===== src/rtl/rcvdt_pkg.sv =====
// ----------------------------------------------------------------------------
// Run-compressed voxel delta table package
// Shared types, codes and field layout of the run table.
// ----------------------------------------------------------------------------
package rcvdt_pkg;

  localparam int unsigned LEN_W   = 10;
  localparam int unsigned BASE_W  = 48;
  localparam int unsigned CODE_W  = 8;
  localparam int unsigned LM_W    = 16;
  localparam int unsigned ENTRY_W = BASE_W + CODE_W + LM_W;
  localparam int unsigned AX_W    = 18;

  localparam logic [7:0] MISS_CODE = 8'hFF;

  localparam logic KIND_SET    = 1'b0;
  localparam logic KIND_LOOKUP = 1'b1;

  localparam logic [1:0] MODE_ZERO = 2'b00;
  localparam logic [1:0] MODE_POS  = 2'b10;
  localparam logic [1:0] MODE_NEG  = 2'b11;

  typedef enum logic [3:0] {
    ST_IDLE,
    ST_READ,
    ST_EVAL,
    ST_TAIL_RD,
    ST_TAIL_WR,
    ST_SPLIT,
    ST_END,
    ST_OUT
  } state_e;

  typedef enum logic {
    RD_IDX,
    RD_TAIL
  } rd_sel_e;

  typedef enum logic [1:0] {
    WR_EVAL,
    WR_TAIL,
    WR_SPLIT,
    WR_APPEND
  } wr_sel_e;

  typedef enum logic [1:0] {
    RES_FOUND,
    RES_MISS,
    RES_FULL,
    RES_CLEAR
  } res_sel_e;

  typedef struct packed {
    logic     load;
    logic     idx_clr;
    logic     idx_inc;
    logic     cnt_inc;
    logic     cnt_dec;
    rd_sel_e  rd_sel;
    logic     wr_en;
    wr_sel_e  wr_sel;
    logic     res_ld;
    res_sel_e res_sel;
  } cmd_t;

  typedef struct packed {
    logic is_lookup;
    logic eq;
    logic idx_end;
    logic cnt_one;
    logic cnt_full;
    logic cov;
    logic del;
    logic trim;
    logic split;
    logic match;
    logic ext_hit;
  } stat_t;

endpackage


===== src/rtl/rcvdt_ctrl.sv =====
// ----------------------------------------------------------------------------
// Run table controller
// Sequences the scan, cut, extend and append steps of one item.
// ----------------------------------------------------------------------------
module rcvdt_ctrl (
  input  logic               clk_i,
  input  logic               rst_ni,
  input  logic               in_valid_i,
  output logic               in_ready_o,
  output logic               out_valid_o,
  input  logic               out_ready_i,
  input  rcvdt_pkg::stat_t   stat_i,
  output rcvdt_pkg::cmd_t    cmd_o
);

  rcvdt_pkg::state_e state_q, state_d;

  always_ff @(posedge clk_i or negedge rst_ni) begin
    if (!rst_ni) begin
      state_q <= rcvdt_pkg::ST_IDLE;
    end else begin
      state_q <= state_d;
    end
  end

  always_comb begin
    state_d     = state_q;
    cmd_o       = '0;
    in_ready_o  = 1'b0;
    out_valid_o = 1'b0;
    unique case (state_q)
      rcvdt_pkg::ST_IDLE: begin
        in_ready_o = 1'b1;
        if (in_valid_i) begin
          cmd_o.load    = 1'b1;
          cmd_o.idx_clr = 1'b1;
          state_d       = rcvdt_pkg::ST_READ;
        end
      end
      rcvdt_pkg::ST_READ: begin
        state_d = stat_i.idx_end ? rcvdt_pkg::ST_END : rcvdt_pkg::ST_EVAL;
      end
      rcvdt_pkg::ST_EVAL: begin
        if (stat_i.is_lookup) begin
          if (stat_i.cov) begin
            cmd_o.res_ld  = 1'b1;
            cmd_o.res_sel = rcvdt_pkg::RES_FOUND;
            state_d       = rcvdt_pkg::ST_OUT;
          end else begin
            cmd_o.idx_inc = 1'b1;
            state_d       = rcvdt_pkg::ST_READ;
          end
        end else if (stat_i.del) begin
          cmd_o.cnt_dec = 1'b1;
          state_d = stat_i.cnt_one ? rcvdt_pkg::ST_END : rcvdt_pkg::ST_TAIL_RD;
        end else if (stat_i.trim) begin
          cmd_o.wr_en   = 1'b1;
          cmd_o.wr_sel  = rcvdt_pkg::WR_EVAL;
          cmd_o.idx_inc = 1'b1;
          state_d       = rcvdt_pkg::ST_READ;
        end else if (stat_i.split) begin
          if (stat_i.cnt_full) begin
            cmd_o.res_ld  = 1'b1;
            cmd_o.res_sel = rcvdt_pkg::RES_FULL;
            state_d       = rcvdt_pkg::ST_OUT;
          end else begin
            cmd_o.wr_en  = 1'b1;
            cmd_o.wr_sel = rcvdt_pkg::WR_EVAL;
            state_d      = rcvdt_pkg::ST_SPLIT;
          end
        end else if (stat_i.match && stat_i.ext_hit) begin
          cmd_o.wr_en   = 1'b1;
          cmd_o.wr_sel  = rcvdt_pkg::WR_EVAL;
          cmd_o.res_ld  = 1'b1;
          cmd_o.res_sel = rcvdt_pkg::RES_CLEAR;
          state_d       = rcvdt_pkg::ST_OUT;
        end else begin
          cmd_o.idx_inc = 1'b1;
          state_d       = rcvdt_pkg::ST_READ;
        end
      end
      rcvdt_pkg::ST_TAIL_RD: begin
        cmd_o.rd_sel = rcvdt_pkg::RD_TAIL;
        state_d      = rcvdt_pkg::ST_TAIL_WR;
      end
      rcvdt_pkg::ST_TAIL_WR: begin
        cmd_o.wr_en  = 1'b1;
        cmd_o.wr_sel = rcvdt_pkg::WR_TAIL;
        state_d      = rcvdt_pkg::ST_READ;
      end
      rcvdt_pkg::ST_SPLIT: begin
        cmd_o.wr_en   = 1'b1;
        cmd_o.wr_sel  = rcvdt_pkg::WR_SPLIT;
        cmd_o.cnt_inc = 1'b1;
        cmd_o.idx_inc = 1'b1;
        state_d       = rcvdt_pkg::ST_READ;
      end
      rcvdt_pkg::ST_END: begin
        cmd_o.res_ld = 1'b1;
        state_d      = rcvdt_pkg::ST_OUT;
        if (stat_i.is_lookup) begin
          cmd_o.res_sel = rcvdt_pkg::RES_MISS;
        end else if (stat_i.eq) begin
          cmd_o.res_sel = rcvdt_pkg::RES_CLEAR;
        end else if (stat_i.cnt_full) begin
          cmd_o.res_sel = rcvdt_pkg::RES_FULL;
        end else begin
          cmd_o.res_sel = rcvdt_pkg::RES_CLEAR;
          cmd_o.wr_en   = 1'b1;
          cmd_o.wr_sel  = rcvdt_pkg::WR_APPEND;
          cmd_o.cnt_inc = 1'b1;
        end
      end
      rcvdt_pkg::ST_OUT: begin
        out_valid_o = 1'b1;
        if (out_ready_i) begin
          state_d = rcvdt_pkg::ST_IDLE;
        end
      end
      default: begin
        state_d = rcvdt_pkg::ST_IDLE;
      end
    endcase
  end

  a_out_hold: assert property (@(posedge clk_i) disable iff (!rst_ni)
    (state_q == rcvdt_pkg::ST_OUT && !out_ready_i) |=> state_q == rcvdt_pkg::ST_OUT)
    else $error("result dropped before taken");
  a_wr_once: assert property (@(posedge clk_i) disable iff (!rst_ni)
    (state_q == rcvdt_pkg::ST_TAIL_WR) |-> $past(cmd_o.rd_sel) == rcvdt_pkg::RD_TAIL)
    else $error("tail copy without tail read");
  a_load_idle: assert property (@(posedge clk_i) disable iff (!rst_ni)
    cmd_o.load |-> state_q == rcvdt_pkg::ST_IDLE) else $error("item taken while busy");

endmodule


===== config.mk =====
export PLATFORM = sky130hd
export DESIGN_NAME = rcvdt_ctrl
export DESIGN_NICKNAME = d
export VERILOG_FILES = /design/src/rtl/rcvdt_pkg.sv /design/src/rtl/rcvdt_ctrl.sv
export SDC_FILE = /design/constraint.sdc
export NUM_CORES = 1
export LEC_CHECK = 0
export BUFFER_PORTS_ARGS = -buffer_cell sky130_fd_sc_hd__buf_4
export CORE_MARGIN = 4
export CORE_UTILIZATION = 35
export DETAILED_ROUTE_END_ITERATION = 12
export GPL_ROUTABILITY_DRIVEN = 1
export GPL_TIMING_DRIVEN = 0
export PLACE_DENSITY = 0.78
export SETUP_SLACK_MARGIN = 0.2
export SLEW_MARGIN = 10
export SYNTH_ARGS = -nofsm -noshare
export SYNTH_HDL_FRONTEND = slang
export SYNTH_SLANG_ARGS = --single-unit

===== constraint.sdc =====
create_clock -name clk_i -period 3.4 [get_ports clk_i]
set_clock_uncertainty 0.1 [all_clocks]
set_input_delay 0.34 -clock clk_i [delete_from_list [all_inputs] [get_ports clk_i]]
set_output_delay 0.34 -clock clk_i [all_outputs]
set_load 0.1 [all_outputs]

==> results.yml <==
timing:
  relSlewSlack_pct: 81.4
  max_freq_mhz: 477
  finalSetupViolCount: 0
  fin_crit_sh_pct: 61.7
  worstMarginPinSlew_ns: 0.279
  finalCriticalPeriod_ns: 2.10
  rsz0062_at_grt: "no"
  finalHoldViolCount: 0
  tns_ns: 0
  maxSlewViolCount: 0
setup_path:
  critPathKind: "reg2out"
  path_cells: "buf_6 > nor2b_4 > nand3_1 > o31ai_2 > buf_4"
  worstPathMaxFanout: 10
  arrival_ns: 1.66
  cp_slowest_cell: "dfrtp_1"
  cp_slowest_stage_delay_ns: 0.38
  cp_num_buf_inv: 2
  start_kind: "flip-flop"
  critPathRequiredTime_ns: 2.96
  critPathCaptureType: "output port"
  crit_family: "buffers and inverters"
global_routing:
  grt_max_degree: 11
  grt_pass1_wl_um: 2370
  antenna_found_initial: 0
  grt_overflow: 0
  grt_pass1_vias: 572
  grtUsageTotal_pct: 15.8
clocking:
  cts_made_buffers: 3
  clkSinkCount: 3
  htreeDepth: 1
  cts-resized-gates: 0
  cts_tree: "yes"
  clkSlewWorstSetupHoldPaths_ns: 0.04
  clockBufferDepth: 2
  clk_latency_ns: 0.23
  cts_root_buf: "clkbuf_4"
  postCtsSetupRepairBufs: 0
floorplanning:
  die_w_um: 45.3
  dieArea_sq_mm: 0.00205
  core_sq_mm: 0.00130
  rows: 13
  die_h_um: 45.3
  io_pins: 29
  start_util_pct: 37.4
placement:
  hpwl_um: 1190
  dpl_cell_area_sq_um: 727
  finalWeightedCongestion: 0.880
  portBuffers: 27
job:
  drv_cap: 0
synthesis:
  synth_area_leaders: "dfrtp_1 15%, nor2_1 5.4%, a211o_1 5.4%"
  synth_edf_count: 0
  avgSynthCellArea_sq_um: 7.98
  async_reset_ff_share_pct: 100
  ys_ff_latch: 3
  syn-num-nets: 76
  synth_top_area_share_pct: 15.4
  synthFlopType: "dfrtp_1"
  yosysTopAreaCell: "dfrtp_1"
  synth_area_sq_um: 487
  synth_warnings: 0
  synthCells: 61
  synth_cell_types: 35
  yosysSeqAreaShare_pct: 15.4
finish:
  design_area_sq_um: 763
  top_regs: "state_q x3"
  drive_gt1_share_pct: 51.6
  regArea_sq_um: 75.1
  top_register: "state_q"
  antennaDiodeCount: 0
  nFillCells: 133
  multiInputGateArea_sq_um: 384
  syn2layout_area_growth_pct: 56.8
  layout.nets: 109
  largest_reg_flops: 3
min_path:
  min_path_type: "in2async"
routing:
  routedWlPerCell_um: 14.0
  vias: 577
  firstDrtPassIters: 4
  vias_per_cell: 5.34
  drt-total-wl_um: 1520
  drt_iter0_markers: 9
  drc: 0
  ant_nets: 0
run_status:
  outcome: "finished clean"
cells in the final DEF, fill, tap and decap left out, types with 2 or more instances in the layout:
| cell | instances |
|---|---|
| nand3_1 | 3 |
| and3b_1 | 2 |
| buf_4 | 30 |
| nor2_1 | 7 |
| a211o_1 | 3 |
| nor3_2 | 2 |
| nor2b_1 | 4 |
| nand2_1 | 3 |
| o31ai_2 | 2 |
| o21ai_1 | 3 |
| clkbuf_4 | 3 |
| inv_2 | 2 |
| nand2b_1 | 2 |
| dfrtp_1 | 3 |
cell usage after synthesis, types with 2 or more instances:
library cell,instances
a211o_1,3
buf_4,3
and3b_1,2
nand3_1,3
nor2_1,7
o21ai_1,3
dfrtp_1,3
nor3_2,2
nand2b_1,2
o31ai_2,2
inv_2,2
nand2_1,3
nor2b_1,4
routing by layer:
metal / routed length [um] / track usage, % / vias to the layer above
met1: 618 / 18.7 / 249
met3: 109 / 1.99 / 4
met2: 754 / 26.3 / 33
met5: 0 / 0 / -
li1: - / - / 291
met4: 34 / 10.5 / 0
cell families after synthesis:
group,count (synthesis),share of synthesized area [%]
flops,3,15.4
compound gates,21,35.5
simple gates,30,39.6
buf+inv,7,9.51
per-stage QoR:
stage               cells  util, %  hold WS (ns)  setup WS [ns]
detailed placement    103     55.9        0.0297           1.50
finish                108     58.7         0.332           1.30
CTS                   108     58.7         0.332           1.30
global route          108     58.7         0.357           1.22
floorplan              61        -       -0.0556          0.280
global placement      103     55.9        0.0283           1.51
area by class of cell:
class | count | area share [%]
Multi-Input combinational cell | 51 | 50.3
Clock buffer | 4 | 3.44
Buffer | 5 | 5.08
Tap cell | 15 | 2.46
Timing Repair Buffer | 28 | 27.9
Sequential cell | 3 | 9.84
Inverter | 2 | 0.984
repair_timing:
item	in CTS	in global routing
hold buffers	1	0
endpoints found under the setup margin	0	0
hold endpoints to repair	3	0
final timing paths:
check / from / endpoint / slack (ns) / depth (start not counted)
max: state_q[0] / cmd_o[0] / 1.30 / 5
min: rst_ni / state_q[2] / 0.33 / 2
max reg2reg: state_q[0] / state_q[1] / 2.14 / 3
min reg2reg: state_q[0] / state_q[1] / 0.57 / 3
max in group asynchronous: rst_ni / state_q[0] / 2.78 / 2
min in group clk_i: in_valid_i / state_q[0] / 0.36 / 3
Power is not shown: default switching activity piles up to over one toggle a cycle in this logic, so the estimate is an artifact.
